<file path="src/hdl/lcsr_pkg.sv">
package lcsr_pkg;

	// Largest digit count the buffer and map can be built for.
	localparam int DigitMax = 8;
	localparam int DigitCount = 7;

	localparam int FrameBits = 13;
	localparam int CmdBits = 12;
	localparam int JobBits = 2 * FrameBits;
	localparam int CntW = $clog2(JobBits);

	localparam logic [2:0] WritePrefix = 3'b101;
	localparam logic [2:0] CmdPrefix = 3'b100;

	typedef enum logic [1:0] {
		OP_STORE   = 2'd0,
		OP_CMD     = 2'd1,
		OP_REFRESH = 2'd2,
		OP_MAP     = 2'd3
	} op_t;

	// One serial job: the wire bits MSB first, left aligned.
	typedef struct packed {
		logic                is_cmd;
		logic [JobBits-1:0]  bits;
	} job_t;

	// Controller RAM addresses that the map holds after reset.
	function automatic logic [5:0] reset_addr(input logic [2:0] digit, input logic half);
		logic [5:0] a;
		unique case (digit)
			3'd0: a = half ? 6'd13 : 6'd5;
			3'd1: a = half ? 6'd15 : 6'd14;
			3'd2: a = half ? 6'd17 : 6'd16;
			3'd3: a = half ? 6'd19 : 6'd18;
			3'd4: a = half ? 6'd27 : 6'd26;
			3'd5: a = half ? 6'd29 : 6'd28;
			3'd6: a = half ? 6'd0  : 6'd30;
			default: a = 6'd0;
		endcase
		return a;
	endfunction

endpackage

</file>
<file path="src/hdl/lcsr_item_if.sv">
interface lcsr_item_if;
	logic       valid;
	logic       ready;
	logic [1:0] opcode;
	logic [2:0] digit_index;
	logic [7:0] segment_byte;
	logic [8:0] command_code;
	logic       map_half;
	logic [5:0] map_address;

	modport source (
		output valid, opcode, digit_index, segment_byte, command_code, map_half, map_address,
		input  ready
	);
	modport sink (
		input  valid, opcode, digit_index, segment_byte, command_code, map_half, map_address,
		output ready
	);
endinterface

</file>
<file path="src/hdl/lcsr_bit_if.sv">
interface lcsr_bit_if;
	logic valid;
	logic ready;
	logic wire_bit;
	logic frame_start;
	logic frame_end;
	logic run_last;

	modport source (
		output valid, wire_bit, frame_start, frame_end, run_last,
		input  ready
	);
	modport sink (
		input  valid, wire_bit, frame_start, frame_end, run_last,
		output ready
	);
endinterface

</file>
<file path="src/hdl/lcsr_front.sv">
module lcsr_front #(
	parameter int DIGIT_COUNT = lcsr_pkg::DigitCount
) (
	input  logic              clk,
	input  logic              arst_n,
	lcsr_item_if.sink         item,
	input  logic              queue_full,
	output logic              push,
	output lcsr_pkg::job_t    job
);

	localparam int IdxW = (DIGIT_COUNT > 1) ? $clog2(DIGIT_COUNT) : 1;
	localparam logic [3:0] DigitLimit = 4'(DIGIT_COUNT);
	localparam logic [IdxW-1:0] PtrLast = IdxW'(DIGIT_COUNT - 1);

	logic [7:0]      buffer_q [DIGIT_COUNT];
	logic [5:0]      map_q [DIGIT_COUNT][2];
	logic [IdxW-1:0] ptr_q;

	logic            accept;
	logic            in_range;
	logic [IdxW-1:0] widx;
	lcsr_pkg::op_t   op;
	logic [7:0]      cur_byte;
	logic [5:0]      addr_lo;
	logic [5:0]      addr_hi;

	assign op = lcsr_pkg::op_t'(item.opcode);
	assign item.ready = !queue_full;
	assign accept = item.valid && item.ready;
	assign in_range = {1'b0, item.digit_index} < DigitLimit;
	assign widx = item.digit_index[IdxW-1:0];

	assign cur_byte = buffer_q[ptr_q];
	assign addr_lo = map_q[ptr_q][0];
	assign addr_hi = map_q[ptr_q][1];

	assign push = accept && (op == lcsr_pkg::OP_CMD || op == lcsr_pkg::OP_REFRESH);

	// Jobs are resolved against the state as it stands when the item is taken.
	always_comb begin
		job.is_cmd = (op == lcsr_pkg::OP_CMD);
		if (job.is_cmd) begin
			job.bits = {lcsr_pkg::CmdPrefix, item.command_code,
				(lcsr_pkg::JobBits - lcsr_pkg::CmdBits)'(0)};
		end else begin
			job.bits = {lcsr_pkg::WritePrefix, addr_lo,
				cur_byte[0], cur_byte[1], cur_byte[2], cur_byte[3],
				lcsr_pkg::WritePrefix, addr_hi,
				cur_byte[4], cur_byte[5], cur_byte[6], cur_byte[7]};
		end
	end

	always_ff @(posedge clk or negedge arst_n) begin
		if (!arst_n) begin
			for (int i = 0; i < DIGIT_COUNT; i++) begin
				buffer_q[i] <= 8'd0;
				map_q[i][0] <= lcsr_pkg::reset_addr(3'(i), 1'b0);
				map_q[i][1] <= lcsr_pkg::reset_addr(3'(i), 1'b1);
			end
			ptr_q <= '0;
		end else if (accept) begin
			case (op)
				lcsr_pkg::OP_STORE: begin
					if (in_range) buffer_q[widx] <= item.segment_byte;
				end
				lcsr_pkg::OP_MAP: begin
					if (in_range) map_q[widx][item.map_half] <= item.map_address;
				end
				lcsr_pkg::OP_REFRESH: begin
					ptr_q <= (ptr_q == PtrLast) ? '0 : ptr_q + 1'b1;
				end
				default: ;
			endcase
		end
	end

endmodule

</file>
<file path="src/hdl/lcsr_queue.sv">
module lcsr_queue (
	input  logic           clk,
	input  logic           arst_n,
	input  logic           push,
	input  lcsr_pkg::job_t push_job,
	input  logic           pop,
	output lcsr_pkg::job_t head,
	output logic           full,
	output logic           empty
);

	lcsr_pkg::job_t slot_q [2];
	logic           wr_q;
	logic           rd_q;
	logic [1:0]     count_q;

	assign head = slot_q[rd_q];
	assign empty = (count_q == 2'd0);
	assign full = (count_q == 2'd2);

	always_ff @(posedge clk) begin
		if (push) slot_q[wr_q] <= push_job;
	end

	always_ff @(posedge clk or negedge arst_n) begin
		if (!arst_n) begin
			wr_q <= 1'b0;
			rd_q <= 1'b0;
			count_q <= 2'd0;
		end else begin
			if (push) wr_q <= ~wr_q;
			if (pop) rd_q <= ~rd_q;
			case ({push, pop})
				2'b10: count_q <= count_q + 2'd1;
				2'b01: count_q <= count_q - 2'd1;
				default: ;
			endcase
		end
	end

endmodule

</file>
<file path="src/hdl/lcsr_back.sv">
module lcsr_back (
	input  logic                clk,
	input  logic                arst_n,
	input  lcsr_pkg::job_t      head,
	input  logic                empty,
	output logic                pop,
	lcsr_bit_if.source          bits
);

	localparam int CntW = lcsr_pkg::CntW;

	lcsr_pkg::job_t  job_q;
	logic            active_q;
	logic [CntW-1:0] cnt_q;
	logic            valid_q;
	logic            wire_bit_q;
	logic            start_q;
	logic            end_q;
	logic            last_q;

	logic emit;
	logic last_bit;
	logic mid_end;
	logic mid_start;

	assign emit = active_q && (!valid_q || bits.ready);
	assign last_bit = job_q.is_cmd ? (cnt_q == CntW'(lcsr_pkg::CmdBits - 1))
		: (cnt_q == CntW'(lcsr_pkg::JobBits - 1));
	assign mid_end = !job_q.is_cmd && (cnt_q == CntW'(lcsr_pkg::FrameBits - 1));
	assign mid_start = !job_q.is_cmd && (cnt_q == CntW'(lcsr_pkg::FrameBits));
	assign pop = !empty && (!active_q || (emit && last_bit));

	always_ff @(posedge clk or negedge arst_n) begin
		if (!arst_n) begin
			active_q <= 1'b0;
			cnt_q <= '0;
			valid_q <= 1'b0;
		end else begin
			if (pop) begin
				active_q <= 1'b1;
				cnt_q <= '0;
			end else if (emit && last_bit) begin
				active_q <= 1'b0;
			end else if (emit) begin
				cnt_q <= cnt_q + 1'b1;
			end
			if (emit) valid_q <= 1'b1;
			else if (bits.ready) valid_q <= 1'b0;
		end
	end

	always_ff @(posedge clk) begin
		if (pop) job_q <= head;
		else if (emit) job_q.bits <= job_q.bits << 1;
		if (emit) begin
			wire_bit_q <= job_q.bits[lcsr_pkg::JobBits-1];
			start_q <= (cnt_q == '0) || mid_start;
			end_q <= last_bit || mid_end;
			last_q <= last_bit;
		end
	end

	assign bits.valid = valid_q;
	assign bits.wire_bit = wire_bit_q;
	assign bits.frame_start = start_q;
	assign bits.frame_end = end_q;
	assign bits.run_last = last_q;

endmodule

</file>
<file path="src/hdl/lcd_controller_serial_refresher_unit.sv">
// Channel  | Role   | Payload
// item     | sink   | opcode, digit_index, segment_byte, command_code, map_half, map_address
// bits     | source | wire_bit, frame_start, frame_end, run_last
//
// A store or map-load item produces no job.
// A command produces 12 bit transfers and a refresh 26, one per cycle while the
// output is ready; the output bit register and the serializer counter set that pace.
// Jobs follow one another back to back while the two-entry queue holds work.
// Reset is asynchronous and active low; buffer, map and pointer return at once.
// A stalled output holds the serializer; items keep entering until the queue fills.

module lcd_controller_serial_refresher_unit #(
	parameter int DIGIT_COUNT = lcsr_pkg::DigitCount
) (
	input  logic        clk,
	input  logic        arst_n,
	lcsr_item_if.sink   item,
	lcsr_bit_if.source  bits
);

	// Jobs travel from the front end to the serializer through a short queue.
	lcsr_pkg::job_t push_job;
	lcsr_pkg::job_t head;
	logic           push;
	logic           pop;
	logic           full;
	logic           empty;

	// The front end decodes every item transfer, applies stores and map loads
	// to its registers, and turns commands and refreshes into complete bit jobs.
	lcsr_front #(
		.DIGIT_COUNT(DIGIT_COUNT)
	) u_front (
		.clk(clk),
		.arst_n(arst_n),
		.item(item),
		.queue_full(full),
		.push(push),
		.job(push_job)
	);

	// The queue lets the front end keep taking items while a job is shifted out.
	lcsr_queue u_queue (
		.clk(clk),
		.arst_n(arst_n),
		.push(push),
		.push_job(push_job),
		.pop(pop),
		.head(head),
		.full(full),
		.empty(empty)
	);

	// The serializer shifts each job out one bit transfer at a time and marks
	// frame boundaries and the final bit of each job.
	lcsr_back u_back (
		.clk(clk),
		.arst_n(arst_n),
		.head(head),
		.empty(empty),
		.pop(pop),
		.bits(bits)
	);

endmodule
</file>
<file path="src/flat_wrapper.sv">
// flat-port wrapper written by rule: the top's interface ports become plain ports
module lcd_controller_serial_refresher_unit_flat 
#(
	parameter int DIGIT_COUNT = lcsr_pkg::DigitCount
)
  (clk, arst_n, item_valid, item_opcode, item_digit_index, item_segment_byte, item_command_code, item_map_half, item_map_address, item_ready, bits_valid, bits_wire_bit, bits_frame_start, bits_frame_end, bits_run_last, bits_ready);
  lcsr_item_if item_i ();
  lcsr_bit_if bits_i ();
  input  logic clk;
  input  logic arst_n;
  input wire logic [$bits(item_i.valid)-1:0] item_valid;
  input wire logic [$bits(item_i.opcode)-1:0] item_opcode;
  input wire logic [$bits(item_i.digit_index)-1:0] item_digit_index;
  input wire logic [$bits(item_i.segment_byte)-1:0] item_segment_byte;
  input wire logic [$bits(item_i.command_code)-1:0] item_command_code;
  input wire logic [$bits(item_i.map_half)-1:0] item_map_half;
  input wire logic [$bits(item_i.map_address)-1:0] item_map_address;
  output wire logic [$bits(item_i.ready)-1:0] item_ready;
  output wire logic [$bits(bits_i.valid)-1:0] bits_valid;
  output wire logic [$bits(bits_i.wire_bit)-1:0] bits_wire_bit;
  output wire logic [$bits(bits_i.frame_start)-1:0] bits_frame_start;
  output wire logic [$bits(bits_i.frame_end)-1:0] bits_frame_end;
  output wire logic [$bits(bits_i.run_last)-1:0] bits_run_last;
  input wire logic [$bits(bits_i.ready)-1:0] bits_ready;
  assign item_i.valid = item_valid;
  assign item_i.opcode = item_opcode;
  assign item_i.digit_index = item_digit_index;
  assign item_i.segment_byte = item_segment_byte;
  assign item_i.command_code = item_command_code;
  assign item_i.map_half = item_map_half;
  assign item_i.map_address = item_map_address;
  assign item_ready = item_i.ready;
  assign bits_valid = bits_i.valid;
  assign bits_wire_bit = bits_i.wire_bit;
  assign bits_frame_start = bits_i.frame_start;
  assign bits_frame_end = bits_i.frame_end;
  assign bits_run_last = bits_i.run_last;
  assign bits_i.ready = bits_ready;
  lcd_controller_serial_refresher_unit #(.DIGIT_COUNT(DIGIT_COUNT)) u_core (.clk(clk), .arst_n(arst_n), .item(item_i), .bits(bits_i));
endmodule
</file>
<file path="config.mk">
export PLATFORM = sky130hd
export DESIGN_NAME = lcd_controller_serial_refresher_unit_flat
export DESIGN_NICKNAME = d
export VERILOG_FILES = /design/src/hdl/lcsr_pkg.sv /design/src/hdl/lcsr_item_if.sv /design/src/hdl/lcsr_bit_if.sv /design/src/hdl/lcsr_front.sv /design/src/hdl/lcsr_queue.sv /design/src/hdl/lcsr_back.sv /design/src/hdl/lcd_controller_serial_refresher_unit.sv /design/src/flat_wrapper.sv
export SDC_FILE = /design/constraint.sdc
export NUM_CORES = 1
export LEC_CHECK = 0
export ABC_AREA = 1
export BUFFER_PORTS_ARGS = -buffer_cell sky130_fd_sc_hd__buf_2
export CAP_MARGIN = 20
export CORE_MARGIN = 1.5
export CORE_UTILIZATION = 30
export DETAILED_ROUTE_END_ITERATION = 10
export PLACE_DENSITY = 0.5
export SYNTH_ARGS = -nofsm -noshare
export SYNTH_HDL_FRONTEND = slang
export SYNTH_SLANG_ARGS = --single-unit
</file>
<file path="constraint.sdc">
create_clock -name clk -period 3.9 [get_ports clk]
set_clock_uncertainty 0.05 [all_clocks]
set_input_delay 0.78 -clock clk [delete_from_list [all_inputs] [get_ports clk]]
set_output_delay 0.78 -clock clk [all_outputs]
set_load 0.02 [all_outputs]
</file>
==> impl_metrics.prom <==
# TYPE chip_impl_metric gauge
chip_impl_info{name="outcome",value="finished, final reports clean"} 1
chip_impl_metric{name="critical_path_arrival",unit="ps"} 2810
chip_impl_metric{name="initial_utilization",unit="%"} 30.4
chip_impl_metric{name="p_sw_share",unit="%"} 32.2
chip_impl_metric{name="power-per-cell-area",unit="mW/mm²"} 716
chip_impl_metric{name="drv_slew",unit=""} 0
chip_impl_metric{name="worst-path-buf-inv",unit=""} 1
chip_impl_metric{name="leakagePower",unit="µW"} 0.00554
chip_impl_metric{name="cts_repair_resize_count",unit=""} 0
chip_impl_metric{name="drt_iter0_markers",unit=""} 582
chip_impl_metric{name="placeableCoreArea",unit="mm²"} 0.0344
chip_impl_info{name="setup_crit_start_kind",value="flip-flop"} 1
chip_impl_info{name="critical-path-slowest-cell",value="sky130_fd_sc_hd__dfrtp_1"} 1
chip_impl_metric{name="fraction_of_layout_cells_with_a_size_suffix_above_1",unit="%"} 13.2
chip_impl_metric{name="total_switching_power",unit="µW"} 2810
chip_impl_metric{name="post_synth_xor_area_fraction",unit="%"} 0.587
chip_impl_metric{name="drt-pass1-iter-count",unit=""} 5
chip_impl_metric{name="synth-simple-area-share",unit="%"} 21.6
chip_impl_metric{name="post-route-period-util",unit="%"} 66.3
chip_impl_metric{name="tightest_slew",unit="ps"} 882
chip_impl_metric{name="dieHeight",unit="µm"} 190
chip_impl_metric{name="post_cts_repair_setup_buffers",unit=""} 0
chip_impl_metric{name="period_minus_slack",unit="ps"} 2590
chip_impl_metric{name="grt_start_max_net_pins",unit=""} 79
chip_impl_metric{name="max_clock_freq",unit="MHz"} 387
chip_impl_metric{name="synth-adder-area-share",unit="%"} 0.959
chip_impl_metric{name="clkTransAtPathRegs",unit="ps"} 60
chip_impl_metric{name="global_route.overflow_total",unit=""} 0
chip_impl_metric{name="yosys_register_bits",unit=""} 229
chip_impl_info{name="critical-path-top-cell-by-count",value="sky130_fd_sc_hd__nand2_1"} 1
chip_impl_metric{name="synthesis.yosys.warnings",unit=""} 0
chip_impl_metric{name="power.combinational.fraction",unit="%"} 24.1
chip_impl_metric{name="yosysSeqAreaShare",unit="%"} 58.9
chip_impl_metric{name="synth_cell_type_count",unit=""} 36
chip_impl_metric{name="clock_path_buffers",unit=""} 3
chip_impl_info{name="cts_tree",value="built"} 1
chip_impl_metric{name="maximum_capacitance_violations",unit=""} 0
chip_impl_info{name="grt-busiest-layer",value="met2"} 1
chip_impl_metric{name="dpl.cell_count",unit=""} 1594
chip_impl_metric{name="seqPwrFrac",unit="%"} 40.9
chip_impl_metric{name="timing.final.hold_violations",unit=""} 0
chip_impl_metric{name="timing.critical_path.slowest_cell_delay",unit="ps"} 650
chip_impl_metric{name="timing.final.setup_violations",unit=""} 0
chip_impl_metric{name="first_pass_grt_wire_length",unit="µm"} 45500
chip_impl_metric{name="placement_rows",unit=""} 68
chip_impl_metric{name="grt.met1_usage",unit="%"} 22.8
chip_impl_metric{name="first_global_vias",unit=""} 7848
chip_impl_info{name="timing.critical_path.cells",value="nand2_1 > clkinv_1 > a22oi_1 > o211ai_1 > nand3_1 > nand2_1"} 1
chip_impl_metric{name="finish.cell_count_without_fillers",unit=""} 1646
chip_impl_info{name="end_kind",value="flip-flop"} 1
chip_impl_metric{name="critical_path.max_fanout",unit=""} 18
chip_impl_metric{name="gp_routability_congestion",unit=""} 0.794
chip_impl_metric{name="synthesized_instance_count",unit=""} 1142
chip_impl_metric{name="antenna_found_initial",unit=""} 4
chip_impl_info{name="synth_top_family_by_area",value="simple AND/OR/NAND/NOR gates"} 1
chip_impl_metric{name="gr-usage-all-layers",unit="%"} 16.2
chip_impl_metric{name="final_nets",unit=""} 1209
chip_impl_info{name="crit_family",value="flip-flops"} 1
chip_impl_metric{name="max-vdd-ir-drop",unit="V"} 0.000366
chip_impl_metric{name="via_per_inst",unit=""} 4.83
chip_impl_metric{name="postCtsHoldBufs",unit=""} 0
chip_impl_metric{name="clock_sinks",unit=""} 229
chip_impl_metric{name="internal_power",unit="µW"} 5910
chip_impl_metric{name="grt_util_met3",unit="%"} 2.58
chip_impl_metric{name="h_tree_depth",unit=""} 1
chip_impl_metric{name="synthesis.area",unit="mm²"} 0.0104
chip_impl_metric{name="worstSkewPairLatency",unit="ps"} 540
chip_impl_metric{name="cts_inserted_buffers",unit=""} 27
chip_impl_metric{name="synth_compound_area_share",unit="%"} 11.1
chip_impl_metric{name="cp_data_required_time",unit="ps"} 4130
chip_impl_metric{name="dp.final_hpwl",unit="µm"} 19000
chip_impl_metric{name="io_pins",unit=""} 39
chip_impl_metric{name="routed-via-count",unit=""} 7956
chip_impl_metric{name="die_w",unit="µm"} 190
chip_impl_info{name="root_buffer",value="sky130_fd_sc_hd__clkbuf_16"} 1
chip_impl_metric{name="synth.mux.area_fraction",unit="%"} 1.82
chip_impl_metric{name="layout-area-overhead-vs-synth",unit="%"} 16.6
chip_impl_metric{name="power_frac_clock",unit="%"} 35.0
chip_impl_metric{name="synthesis.area_per_instance",unit="µm²"} 9.14
chip_impl_metric{name="postSynthNetCount",unit=""} 1183
chip_impl_info{name="worst-setup-path-type",value="reg2reg"} 1
chip_impl_metric{name="route.final.wire_length",unit="µm"} 28600
chip_impl_metric{name="totalNegativeSetupSlack",unit="ps"} 0
chip_impl_metric{name="floorplan.die_area",unit="mm²"} 0.0359
chip_impl_metric{name="post_drt_wl_per_cell",unit="µm"} 17.4
chip_impl_info{name="hold_path_class",value="in2async"} 1
chip_impl_metric{name="io_buffers",unit=""} 38
chip_impl_metric{name="timing.slew.headroom",unit="%"} 41.2
chip_impl_metric{name="detail_route.drc_violations",unit=""} 0
chip_impl_metric{name="grt_use_met2",unit="%"} 26.2
chip_impl_info{name="grt_setup_unrepaired",value="no"} 1
chip_impl_metric{name="final.fill_count",unit=""} 3578
chip_impl_metric{name="final_antenna_net_count",unit=""} 0
## layout make-up
cell class | count | area [µm²] | area share [%]
multi-input combinational | 796 | 3780 | 31.0
timing repair buffer | 57 | 364 | 2.99
clock buffer | 33 | 749 | 6.16
sequential | 229 | 6150 | 50.5
tap | 455 | 569 | 4.68
clock inverter | 17 | 342 | 2.81
inverter | 57 | 214 | 1.76
antenna | 2 | 5.00 | 0.0411
## per-layer routing
| layer | routed length (µm) | up-vias | part of all wire (%) |
|---|---|---|---|
| li1 | - | 3902 | - |
| met1 | 13300 | 3843 | 47 |
| met2 | 13400 | 174 | 47 |
| met3 | 1460 | 33 | 5.1 |
| met4 | 369 | 4 | 1.3 |
| met5 | 20 | - | 0.070 |
## cells by family after synthesis
kind of cell	count (synthesis)
AOI/OAI and AO/OA	207
xor gates and xnor gates	7
adders and majority gates	8
DFF	229
buffers and inverters	117
and+or+nand+nor	555
muxes	19
## flip-flops by register name (all words and copies together), names as in the netlist
| register | cells |
|---|---|
| u_core.u_front.map_q | 84 |
| u_core.u_front.buffer_q | 56 |
| u_core.u_queue.slot_q | 44 |
| u_core.u_back.job_q | 27 |
| u_core.u_back.cnt_q | 5 |
| u_core.u_front.ptr_q | 3 |
| u_core.u_queue.count_q | 2 |
| u_core.u_back.active_q | 1 |
| u_core.u_back.bits.frame_end | 1 |
| u_core.u_back.bits.frame_start | 1 |
| u_core.u_back.bits.run_last | 1 |
| u_core.u_back.bits.valid | 1 |
| u_core.u_back.bits.wire_bit | 1 |
| u_core.u_queue.rd_q | 1 |
| u_core.u_queue.wr_q | 1 |
## worst register-to-register path: cells and delay by family, from the launching register on
kind | cells | cell delay (ps)
AOI/OAI and AO/OA | 2 | 620
and+or+nand+nor | 3 | 540
buffers and inverters | 1 | 480
DFF | 1 | 650
## synthesized netlist by cell type (all sizes together)
cell type	count	area share, %
a211oi	2	0.14
a21oi	23	1.1
a221oi	8	0.67
a22oi	3	0.22
a31oi	1	0.060
a41oi	1	0.084
and2	1	0.060
and3b	1	0.084
buf	25	1.6
clkbuf	35	1.3
clkinv	2	0.072
dfrtp	116	28
dfstp	38	9.6
edfxtp	75	22
ha	8	0.96
inv	55	2.0
mux2i	19	1.8
nand2	376	14
nand3	105	5.0
nand4	4	0.24
nor2	65	2.5
nor3	2	0.096
o2111ai	6	0.50
o211ai	17	1.2
o21ai	142	6.8
o221ai	3	0.25
o32ai	1	0.084
or2	1	0.060
xnor2	2	0.17
xor2	5	0.42
## cell usage in the layout (no fill, tap or decap), types with 9 or more instances in the layout
| cell type | netlist | routed |
|---|---|---|
| sky130_fd_sc_hd__nor2_2 | 7 | 9 |
| sky130_fd_sc_hd__inv_1 | 53 | 53 |
| sky130_fd_sc_hd__o21ai_0 | 142 | 142 |
| sky130_fd_sc_hd__edfxtp_1 | 75 | 75 |
| sky130_fd_sc_hd__nand2_1 | 375 | 375 |
| sky130_fd_sc_hd__dfrtp_1 | 116 | 116 |
| sky130_fd_sc_hd__nand3_1 | 105 | 105 |
| sky130_fd_sc_hd__bufinv_16 | 0 | 10 |
| sky130_fd_sc_hd__o211ai_1 | 17 | 17 |
| sky130_fd_sc_hd__clkbuf_16 | 0 | 28 |
| sky130_fd_sc_hd__buf_2 | 14 | 37 |
| sky130_fd_sc_hd__mux2i_1 | 19 | 19 |
| sky130_fd_sc_hd__dfstp_2 | 38 | 38 |
| sky130_fd_sc_hd__a21oi_1 | 23 | 23 |
| sky130_fd_sc_hd__nor2_1 | 58 | 56 |
| sky130_fd_sc_hd__buf_4 | 3 | 17 |
## metrics by stage
step | hold WS [ps] | worst slack, ps | power, µW | util (%) | area, µm²
after floorplan | 350 | 1180 | 4910 | - | 10400
after global placement | 374 | 1040 | 5720 | 32.2 | 11100
after detailed placement | 371 | 1000 | 5720 | 32.2 | 11100
after CTS | 287 | 1290 | 8800 | 35.4 | 12200
after global routing | 309 | 1080 | 9220 | 35.4 | 12200
final | 259 | 1310 | 8720 | 35.4 | 12200
## power groups by stage
stage / sequential (µW) / combinational (µW) / clock [µW]
5_1_grt: 3640 / 2370 / 3200
6_report: 3570 / 2100 / 3050
4_1_cts: 3570 / 2120 / 3110
3_3_place_gp: 3610 / 2110 / 0
2_1_floorplan: 3430 / 1480 / 0
3_5_place_dp: 3610 / 2120 / 0
## worst paths after layout
| path | startpoint | endpoint | slack (ps) | depth (start not counted) |
|---|---|---|---|---|
| max reg2reg | u_core.u_front.ptr_q[1]$_DFFE_PN0P_ | u_core.u_queue.slot_q[0][19]$_DFFE_PP_ | 1310 | 6 |
| min in group clk | u_core.u_back.job_q[25]$_SDFFCE_PN1P_ | u_core.u_back.bits.wire_bit$_DFFE_PP_ | 380 | 0 |
| min reg2reg | u_core.u_back.job_q[25]$_SDFFCE_PN1P_ | u_core.u_back.bits.wire_bit$_DFFE_PP_ | 380 | 0 |
| min | arst_n | u_core.u_front.map_q[71]$_DFFE_PN0P_ | 260 | 1 |
| max in group asynchronous | arst_n | u_core.u_front.buffer_q[19]$_DFFE_PN0P_ | 2600 | 2 |
| max | u_core.u_front.ptr_q[1]$_DFFE_PN0P_ | u_core.u_queue.slot_q[0][19]$_DFFE_PP_ | 1310 | 6 |
No activity file was read; power rests on OpenSTA's default activity.
